==> src/hw/rtl/ppdc_pkg.sv <==
// Shared types, widths and register codes for the positional/incremental PID controller.
package ppdc_pkg;

    // Sample and gain format
    localparam int SAMPLE_WIDTH   = 16;
    localparam int GAIN_FRAC_BITS = 8;
    localparam int GAIN_W         = 24;
    localparam int ILIM_W         = 20;
    localparam int OLIM_W         = 15;
    localparam int DRIVE_W        = 16;

    // Error history and integral store
    localparam int ERR_W   = SAMPLE_WIDTH + 1;
    localparam int SUM_W   = ILIM_W + 1;
    localparam int SUMX_W  = ((SUM_W > ERR_W) ? SUM_W : ERR_W) + 1;

    // Multiplier operands and products
    localparam int OPD_W   = ((ERR_W + 2) > SUM_W) ? (ERR_W + 2) : SUM_W;
    localparam int PROD_W  = OPD_W + GAIN_W + 1;
    localparam int ACC_W   = PROD_W + 2;
    localparam int SH_W    = ACC_W - GAIN_FRAC_BITS;
    localparam int DRVX_W  = SH_W + 1;

    // Configuration register indexes
    localparam int CFG_IDX_W = 3;
    localparam logic [CFG_IDX_W-1:0] REG_LOOP_MODE      = 3'd0;
    localparam logic [CFG_IDX_W-1:0] REG_GAIN_P         = 3'd1;
    localparam logic [CFG_IDX_W-1:0] REG_GAIN_I         = 3'd2;
    localparam logic [CFG_IDX_W-1:0] REG_GAIN_D         = 3'd3;
    localparam logic [CFG_IDX_W-1:0] REG_INTEGRAL_LIMIT = 3'd4;
    localparam logic [CFG_IDX_W-1:0] REG_OUTPUT_LIMIT   = 3'd5;
    localparam int CFG_DATA_W = GAIN_W;

    // Loop modes and commands
    localparam logic MODE_POSITIONAL  = 1'b0;
    localparam logic MODE_INCREMENTAL = 1'b1;
    localparam logic CMD_RUN          = 1'b0;
    localparam logic CMD_CLEAR        = 1'b1;

    // Register reset values
    localparam logic [ILIM_W-1:0] ILIM_RESET = 20'd1000;
    localparam logic [OLIM_W-1:0] OLIM_RESET = 15'd9999;

    // Programmed settings
    typedef struct packed {
        logic              loop_mode;
        logic [GAIN_W-1:0] gain_p;
        logic [GAIN_W-1:0] gain_i;
        logic [GAIN_W-1:0] gain_d;
        logic [ILIM_W-1:0] integral_limit;
        logic [OLIM_W-1:0] output_limit;
    } ppdc_cfg_t;

    // One classified step between front and back
    typedef struct packed {
        logic                    clear;
        logic                    mode;
        logic signed [OPD_W-1:0] opd_p;
        logic signed [OPD_W-1:0] opd_i;
        logic signed [OPD_W-1:0] opd_d;
    } ppdc_op_t;

endpackage

==> src/hw/rtl/pid_position_delta_controller.sv <==
// Top level: configuration registers, front end, step queue and back end.
// An accepted input beat passes the queue entry and the product, scaled-sum and output stages.
// Throughput: one beat per cycle while out_stall is low; held add and clamp loop is in one stage.
// The front end accepts while the 4-entry queue has room, independent of output stall.
// Reset (rst_n, async, active low) clears error history, integral sum, held output and
// pipeline valids; registers return to mode positional, gains 0, limits 1000 and 9999.
module pid_position_delta_controller
    import ppdc_pkg::*;
(
    input  logic                           clk,
    input  logic                           rst_n,
    input  logic                           in_valid,
    output logic                           in_stall,
    input  logic                           command,
    input  logic signed [SAMPLE_WIDTH-1:0] setpoint,
    input  logic signed [SAMPLE_WIDTH-1:0] feedback,
    output logic                           out_valid,
    input  logic                           out_stall,
    output logic signed [DRIVE_W-1:0]      drive,
    output logic                           drive_saturated,
    input  logic                           cfg_valid,
    output logic                           cfg_ready,
    input  logic [CFG_IDX_W-1:0]           cfg_index,
    input  logic [CFG_DATA_W-1:0]          cfg_data
);

    ppdc_cfg_t cfg_reg;
    ppdc_op_t  push_op, pop_op;
    logic      push, pop, q_full, q_empty;

    assign cfg_ready = 1'b1;

    // Configuration registers
    always_ff @(posedge clk or negedge rst_n)
    begin
        if (!rst_n)
        begin
            cfg_reg.loop_mode      <= MODE_POSITIONAL;
            cfg_reg.gain_p         <= '0;
            cfg_reg.gain_i         <= '0;
            cfg_reg.gain_d         <= '0;
            cfg_reg.integral_limit <= ILIM_RESET;
            cfg_reg.output_limit   <= OLIM_RESET;
        end
        else if (cfg_valid && cfg_ready)
        begin
            unique case (cfg_index)
                REG_LOOP_MODE:      cfg_reg.loop_mode      <= cfg_data[0];
                REG_GAIN_P:         cfg_reg.gain_p         <= cfg_data[GAIN_W-1:0];
                REG_GAIN_I:         cfg_reg.gain_i         <= cfg_data[GAIN_W-1:0];
                REG_GAIN_D:         cfg_reg.gain_d         <= cfg_data[GAIN_W-1:0];
                REG_INTEGRAL_LIMIT: cfg_reg.integral_limit <= cfg_data[ILIM_W-1:0];
                REG_OUTPUT_LIMIT:   cfg_reg.output_limit   <= cfg_data[OLIM_W-1:0];
                default:            ;
            endcase
        end
    end

    // Input handshake
    assign in_stall = q_full;
    assign push     = in_valid && !q_full;

    ppdc_front u_front (
        .clk      (clk),
        .rst_n    (rst_n),
        .cfg      (cfg_reg),
        .push     (push),
        .command  (command),
        .setpoint (setpoint),
        .feedback (feedback),
        .op       (push_op)
    );

    ppdc_queue u_queue (
        .clk       (clk),
        .rst_n     (rst_n),
        .push      (push),
        .push_data (push_op),
        .pop       (pop),
        .pop_data  (pop_op),
        .full      (q_full),
        .empty     (q_empty)
    );

    ppdc_back u_back (
        .clk             (clk),
        .rst_n           (rst_n),
        .cfg             (cfg_reg),
        .op_valid        (!q_empty),
        .op              (pop_op),
        .op_pop          (pop),
        .out_valid       (out_valid),
        .out_stall       (out_stall),
        .drive           (drive),
        .drive_saturated (drive_saturated)
    );

endmodule

==> src/hw/rtl/ppdc_front.sv <==
// Front end: takes input beats, tracks the error history and forms the multiplier operands.
module ppdc_front
    import ppdc_pkg::*;
(
    input  logic                           clk,
    input  logic                           rst_n,
    input  ppdc_cfg_t                      cfg,
    input  logic                           push,
    input  logic                           command,
    input  logic signed [SAMPLE_WIDTH-1:0] setpoint,
    input  logic signed [SAMPLE_WIDTH-1:0] feedback,
    output ppdc_op_t                       op
);

    logic signed [ERR_W-1:0]  e1_reg, e1_next;
    logic signed [ERR_W-1:0]  e2_reg, e2_next;
    logic signed [SUM_W-1:0]  sum_reg, sum_next;

    logic signed [ERR_W-1:0]   err;
    logic signed [ERR_W:0]     d1;
    logic signed [ERR_W+1:0]   d2;
    logic signed [SUMX_W-1:0]  sum_raw;
    logic signed [SUMX_W-1:0]  lim;
    logic signed [SUM_W-1:0]   sum_clamped;

    // Error terms
    always_comb
    begin
        err     = ERR_W'(setpoint) - ERR_W'(feedback);
        d1      = (ERR_W+1)'(err) - (ERR_W+1)'(e1_reg);
        d2      = (ERR_W+2)'(err) - ((ERR_W+2)'(e1_reg) <<< 1) + (ERR_W+2)'(e2_reg);
        sum_raw = SUMX_W'(sum_reg) + SUMX_W'(err);
        lim     = $signed(SUMX_W'(cfg.integral_limit));
        if (sum_raw > lim)
        begin
            sum_clamped = SUM_W'(lim);
        end
        else if (sum_raw < -lim)
        begin
            sum_clamped = SUM_W'(-lim);
        end
        else
        begin
            sum_clamped = SUM_W'(sum_raw);
        end
    end

    // Operand selection per loop mode
    always_comb
    begin
        op.clear = command;
        op.mode  = cfg.loop_mode;
        if (cfg.loop_mode == MODE_INCREMENTAL)
        begin
            op.opd_p = OPD_W'(d1);
            op.opd_i = OPD_W'(err);
            op.opd_d = OPD_W'(d2);
        end
        else
        begin
            op.opd_p = OPD_W'(err);
            op.opd_i = OPD_W'(sum_clamped);
            op.opd_d = OPD_W'(d1);
        end
    end

    // History update on each accepted beat
    always_comb
    begin
        e1_next  = e1_reg;
        e2_next  = e2_reg;
        sum_next = sum_reg;
        if (push)
        begin
            if (command == CMD_CLEAR)
            begin
                e1_next  = '0;
                e2_next  = '0;
                sum_next = '0;
            end
            else
            begin
                e1_next = err;
                e2_next = e1_reg;
                if (cfg.loop_mode == MODE_POSITIONAL)
                begin
                    sum_next = sum_clamped;
                end
            end
        end
    end

    always_ff @(posedge clk or negedge rst_n)
    begin
        if (!rst_n)
        begin
            e1_reg  <= '0;
            e2_reg  <= '0;
            sum_reg <= '0;
        end
        else
        begin
            e1_reg  <= e1_next;
            e2_reg  <= e2_next;
            sum_reg <= sum_next;
        end
    end

endmodule

==> src/hw/rtl/ppdc_queue.sv <==
// Short FIFO of classified steps between the front and back ends.
module ppdc_queue
    import ppdc_pkg::*;
(
    input  logic     clk,
    input  logic     rst_n,
    input  logic     push,
    input  ppdc_op_t push_data,
    input  logic     pop,
    output ppdc_op_t pop_data,
    output logic     full,
    output logic     empty
);

    localparam int DEPTH = 4;
    localparam int PTR_W = $clog2(DEPTH);

    ppdc_op_t               mem [DEPTH];
    logic [PTR_W-1:0]       wr_ptr_reg, wr_ptr_next;
    logic [PTR_W-1:0]       rd_ptr_reg, rd_ptr_next;
    logic [PTR_W:0]         count_reg, count_next;

    assign full     = (count_reg == (PTR_W+1)'(DEPTH));
    assign empty    = (count_reg == '0);
    assign pop_data = mem[rd_ptr_reg];

    // Pointer and fill tracking
    always_comb
    begin
        wr_ptr_next = push ? wr_ptr_reg + 1'b1 : wr_ptr_reg;
        rd_ptr_next = pop  ? rd_ptr_reg + 1'b1 : rd_ptr_reg;
        count_next  = count_reg;
        if (push && !pop)
        begin
            count_next = count_reg + 1'b1;
        end
        else if (pop && !push)
        begin
            count_next = count_reg - 1'b1;
        end
    end

    always_ff @(posedge clk or negedge rst_n)
    begin
        if (!rst_n)
        begin
            wr_ptr_reg <= '0;
            rd_ptr_reg <= '0;
            count_reg  <= '0;
        end
        else
        begin
            wr_ptr_reg <= wr_ptr_next;
            rd_ptr_reg <= rd_ptr_next;
            count_reg  <= count_next;
        end
    end

    // Entry storage
    always_ff @(posedge clk)
    begin
        if (push)
        begin
            mem[wr_ptr_reg] <= push_data;
        end
    end

endmodule

==> src/hw/rtl/ppdc_back.sv <==
// Back end: gain multiplies, scaled sum, held-output add and output clamp.
module ppdc_back
    import ppdc_pkg::*;
(
    input  logic                      clk,
    input  logic                      rst_n,
    input  ppdc_cfg_t                 cfg,
    input  logic                      op_valid,
    input  ppdc_op_t                  op,
    output logic                      op_pop,
    output logic                      out_valid,
    input  logic                      out_stall,
    output logic signed [DRIVE_W-1:0] drive,
    output logic                      drive_saturated
);

    // Stage 1: products
    logic                     v1_reg;
    logic                     clr1_reg, mode1_reg;
    logic signed [PROD_W-1:0] pp_reg, pi_reg, pd_reg;
    // Stage 2: scaled sum
    logic                     v2_reg;
    logic                     clr2_reg, mode2_reg;
    logic signed [SH_W-1:0]   sh_reg;
    // Stage 3: output and held value
    logic                     out_valid_reg;
    logic signed [DRIVE_W-1:0] drive_reg, drive_next;
    logic                     sat_reg, sat_next;
    logic signed [DRIVE_W-1:0] held_reg;

    logic signed [GAIN_W:0]   kp, ki, kd;
    logic signed [PROD_W-1:0] pp, pi, pd;
    logic signed [ACC_W-1:0]  acc;
    logic signed [SH_W-1:0]   sh;
    logic signed [DRVX_W-1:0] dx, lim;
    logic                     load3, adv2, adv1;

    // Pipeline flow
    assign load3  = v2_reg && (!out_valid_reg || !out_stall);
    assign adv2   = !v2_reg || load3;
    assign adv1   = !v1_reg || adv2;
    assign op_pop = op_valid && adv1;

    // Gain multiplies
    always_comb
    begin
        kp = $signed({1'b0, cfg.gain_p});
        ki = $signed({1'b0, cfg.gain_i});
        kd = $signed({1'b0, cfg.gain_d});
        pp = PROD_W'(op.opd_p) * PROD_W'(kp);
        pi = PROD_W'(op.opd_i) * PROD_W'(ki);
        pd = PROD_W'(op.opd_d) * PROD_W'(kd);
    end

    // Sum and floor shift
    always_comb
    begin
        acc = ACC_W'(pp_reg) + ACC_W'(pi_reg) + ACC_W'(pd_reg);
        sh  = SH_W'(acc >>> GAIN_FRAC_BITS);
    end

    // Held add in incremental mode, clear to zero and symmetric clamp
    always_comb
    begin
        lim = $signed(DRVX_W'(cfg.output_limit));
        if (mode2_reg == MODE_INCREMENTAL)
        begin
            dx = DRVX_W'(sh_reg) + DRVX_W'(held_reg);
        end
        else
        begin
            dx = DRVX_W'(sh_reg);
        end
        sat_next = 1'b0;
        if (clr2_reg)
        begin
            drive_next = '0;
        end
        else if (dx > lim)
        begin
            drive_next = DRIVE_W'(lim);
            sat_next   = 1'b1;
        end
        else if (dx < -lim)
        begin
            drive_next = DRIVE_W'(-lim);
            sat_next   = 1'b1;
        end
        else
        begin
            drive_next = DRIVE_W'(dx);
        end
    end

    // Control state
    always_ff @(posedge clk or negedge rst_n)
    begin
        if (!rst_n)
        begin
            v1_reg        <= 1'b0;
            v2_reg        <= 1'b0;
            out_valid_reg <= 1'b0;
            held_reg      <= '0;
        end
        else
        begin
            if (adv1)
            begin
                v1_reg <= op_valid;
            end
            if (adv2)
            begin
                v2_reg <= v1_reg;
            end
            if (load3)
            begin
                out_valid_reg <= 1'b1;
                held_reg      <= drive_next;
            end
            else if (!out_stall)
            begin
                out_valid_reg <= 1'b0;
            end
        end
    end

    // Payload stages
    always_ff @(posedge clk)
    begin
        if (op_pop)
        begin
            clr1_reg  <= op.clear;
            mode1_reg <= op.mode;
            pp_reg    <= pp;
            pi_reg    <= pi;
            pd_reg    <= pd;
        end
        if (adv2 && v1_reg)
        begin
            clr2_reg  <= clr1_reg;
            mode2_reg <= mode1_reg;
            sh_reg    <= sh;
        end
        if (load3)
        begin
            drive_reg <= drive_next;
            sat_reg   <= sat_next;
        end
    end

    assign out_valid       = out_valid_reg;
    assign drive           = drive_reg;
    assign drive_saturated = sat_reg;

endmodule
==> config.mk <==
export PLATFORM = sky130hd
export DESIGN_NAME = pid_position_delta_controller
export DESIGN_NICKNAME = d
export VERILOG_FILES = /design/src/hw/rtl/ppdc_pkg.sv /design/src/hw/rtl/pid_position_delta_controller.sv /design/src/hw/rtl/ppdc_front.sv /design/src/hw/rtl/ppdc_queue.sv /design/src/hw/rtl/ppdc_back.sv
export SDC_FILE = /design/constraint.sdc
export NUM_CORES = 2
export LEC_CHECK = 0
export ABC_AREA = 1
export ABC_CLOCK_PERIOD_IN_PS = 12600
export BUFFER_PORTS_ARGS = -buffer_cell sky130_fd_sc_hd__buf_2
export CAP_MARGIN = 10
export CORE_MARGIN = 1.5
export CORE_UTILIZATION = 65
export CTS_CLUSTER_SIZE = 12
export DETAILED_ROUTE_END_ITERATION = 10
export PLACE_DENSITY = 0.82
export SKIP_LAST_GASP = 1
export SLEW_MARGIN = 10
export SYNTH_ARGS = -nofsm -noshare
export SYNTH_HDL_FRONTEND = slang
export SYNTH_HIERARCHICAL = 1
export SYNTH_SLANG_ARGS = --single-unit
==> constraint.sdc <==
create_clock -name clk -period 12.6 [get_ports clk]
set_input_delay 1.89 -clock clk [delete_from_list [all_inputs] [get_ports clk]]
set_output_delay 1.89 -clock clk [all_outputs]
set_load 0.01 [all_outputs]
==> results.toml <==
[synthesis]
yosysTopAreaCell = "fa_1"
synth_edf_count = 459
yosysMostFrequentCell = "nand2_1"
synth_top_area_share_pct = 28.6
synth_cell_type_count = 76
syn_inst = 11243
synth_ff_type = "edfxtp_1"
synthTopCellsByArea = "fa_1, edfxtp_1, nand2_1"
syn-num-nets = 13434
ys.warnings.count = 6
syn_avg_cell_area_um2 = 8.19
synthesis.area_mm2 = 0.0921
ys_seq_area_share_pct = 20.1
ys_async_sr_fraction_pct = 29.2
synth_commonest_cells = "nand2_1, inv_1, fa_1, ha_1, edfxtp_1"
ys_seq_elements = 648

[clock_tree]
path_clk_slew_ns = 0.06
cts_buffer_depth = 3
cts_tree = "done"
cts_hold_buf = 0
htreeDepth = 3
clkLatencyLatePin_ns = 0.73
cts_made_buffers = 78
cts_resized = 0
clock-root-buffer = "clkbuf_16"
cts.sinks = 648
cts_setup_buffers = 0

[finish]
area_growth_pct = 4.63
ff_latch_area_mm2 = 0.0185
drive_gt1_share_pct = 5.29
largest_register_ffs = 260
layout.nets = 13303
fillers = 11247
multi_input_area_mm2 = 0.0610
fin_area_mm2 = 0.0964

[place]
gp_congestion = 1.03
io_buffers = 83
hpwl_um = 211000
dpl_cell_area_mm2 = 0.0937

[detailed_routing]
drc = 0
wl_um = 269000
viasPerCell = 5.71
drtPass1Iterations = 7
vias = 74588
wl_per_cell_um = 20.6
drt_iter0_drc = 7651
ant_nets = 0

[sta]
tightest_slew_ns = 1.28
rsz0062_at_grt = "no"
relSlewSlack_pct = 14.1
finalCritPeriodShare_pct = 72.8
tns_ns = 0
period_minus_slack_ns = 9.17
clock.fmax_mhz = 109
finalHoldViolCount = 0
slew_violations = 0
fin_worst_skew_ns = 0.0739
setup_viol_count_final = 0
timing.hold.ws_ns = 0.438

[worst_setup_path]
r2r-start = "u_queue/rd_ptr_reg[0]"
criticalPathCategory = "register to register"
worstPathBufferInverterCount = 8
required_ns = 13.03
max_stage_delay_ns = 0.80
startpoint = "u_queue/rd_ptr_reg[0]"
ff2ff_setup_slack_ns = 3.43
reg2reg_depth = 30
start_kind = "register"
worst_ep_arrival_time_ns = 9.60
cp_max_fo = 84
rr_endpoint = "u_back/pd_reg[35]"
crit_slowest_cell = "buf_4"
worst_setup_path_end_kind = "register"
crit_end = "u_back/pd_reg[35]"
crit_cells = 30
path_delay_family = "adder cells"

[global_route]
grt_pass1_vias = 76626
grt_antenna_before_repair = 11
overflow = 0
grtUsageTotal_pct = 38.3
grt_pass1_wl_um = 421000
grt_start_max_net_pins = 85

[min_path]
min_path_type = "register to register"

[floorplan]
fp.dieArea_mm2 = 0.144
core-area_mm2 = 0.140
fp-row-count = 137
dieHeight_um = 379
initial_utilization_pct = 65.8
ios = 85
dieWidth_um = 379

[job]
maxCapViolations = 0

[run_status]
status = "finished clean"
## area by class of cell
class	instances	area share, %
well taps	1876	2.44
diodes	15	0.0389
clock inverters	36	0.508
multi-input cells	7361	63.3
clock buffers	109	2.22
inverters	2834	11.0
flip-flops and latches	648	19.2
repair buffers	189	1.27
## kinds of logic (layout without fill, tap and decap cells)
kind of cell             count (synthesis)  count (layout)  share of synthesized area (%)
buffers and inverters                 3234            3168                           13.7
AO/OA/AOI/OAI                          927             927                           6.29
other                                    1              16                        0.00407
flip-flops                             648             648                           20.1
adder cells (fa/ha/maj)               2126            2126                           39.6
multiplexers                             1               1                         0.0109
AND/OR/NAND/NOR                       4059            4059                           17.9
XOR/XNOR                               247             247                           2.36
## worst reg2reg max path, delay by kind of cell (launching register included)
| kind | cells | cell delay [ns] |
|---|---|---|
| adders and majority gates | 8 | 3.80 |
| buffers and inverters | 8 | 1.21 |
| xor gates and xnor gates | 1 | 0.16 |
| and+or+nand+nor | 7 | 1.73 |
| DFF | 1 | 0.67 |
| AOI/OAI and AO/OA | 6 | 1.34 |
## through the flow
step,std cells,util (%),setup slack (ns)
after CTS,13052,68.8,3.45
after detailed placement,12907,66.9,3.47
after floorplan,11243,-,2.32
final,13068,68.8,3.43
after global routing,13059,68.8,3.02
after global placement,12906,66.9,3.69
## cells in the final DEF, fill, tap and decap left out, drive strengths merged, types with 42 or more instances in the layout
master and instances:
clkbuf 109, inv 2838, o21ai 240, nor3 72
nor2 396, ha 811, fa 1315, a31oi 42
dfrtp 175, xnor2 78, xor2 169, buf 189
nand2 3119, o211ai 140, edfxtp 459, a21oi 372
nand3 308, nand4 60, or2 74
## how the worst min path moves through the flow
stage | from | end | cells after the start | slack, ns
after floorplan | u_back/clr1_reg | u_back/clr2_reg | 0 | 0.40
after global placement | u_back/mode1_reg | u_back/mode2_reg | 0 | 0.42
after detailed placement | u_back/mode1_reg | u_back/mode2_reg | 0 | 0.43
after CTS | u_back/mode1_reg | u_back/mode2_reg | 0 | 0.44
after global routing | u_back/mode1_reg | u_back/mode2_reg | 0 | 0.45
final | u_back/mode1_reg | u_back/mode2_reg | 0 | 0.44
## layer usage
layer	track usage, %	part of all wire [%]	vias to the layer above
li1	-	-	33516
met4	20.5	5.9	4
met2	60.7	46	3776
met1	50.0	39	36566
met3	7.13	9.2	726
met5	0	0.0085	-
Power is not shown: default switching activity piles up to over one toggle a cycle in this logic, so the estimate is an artifact.
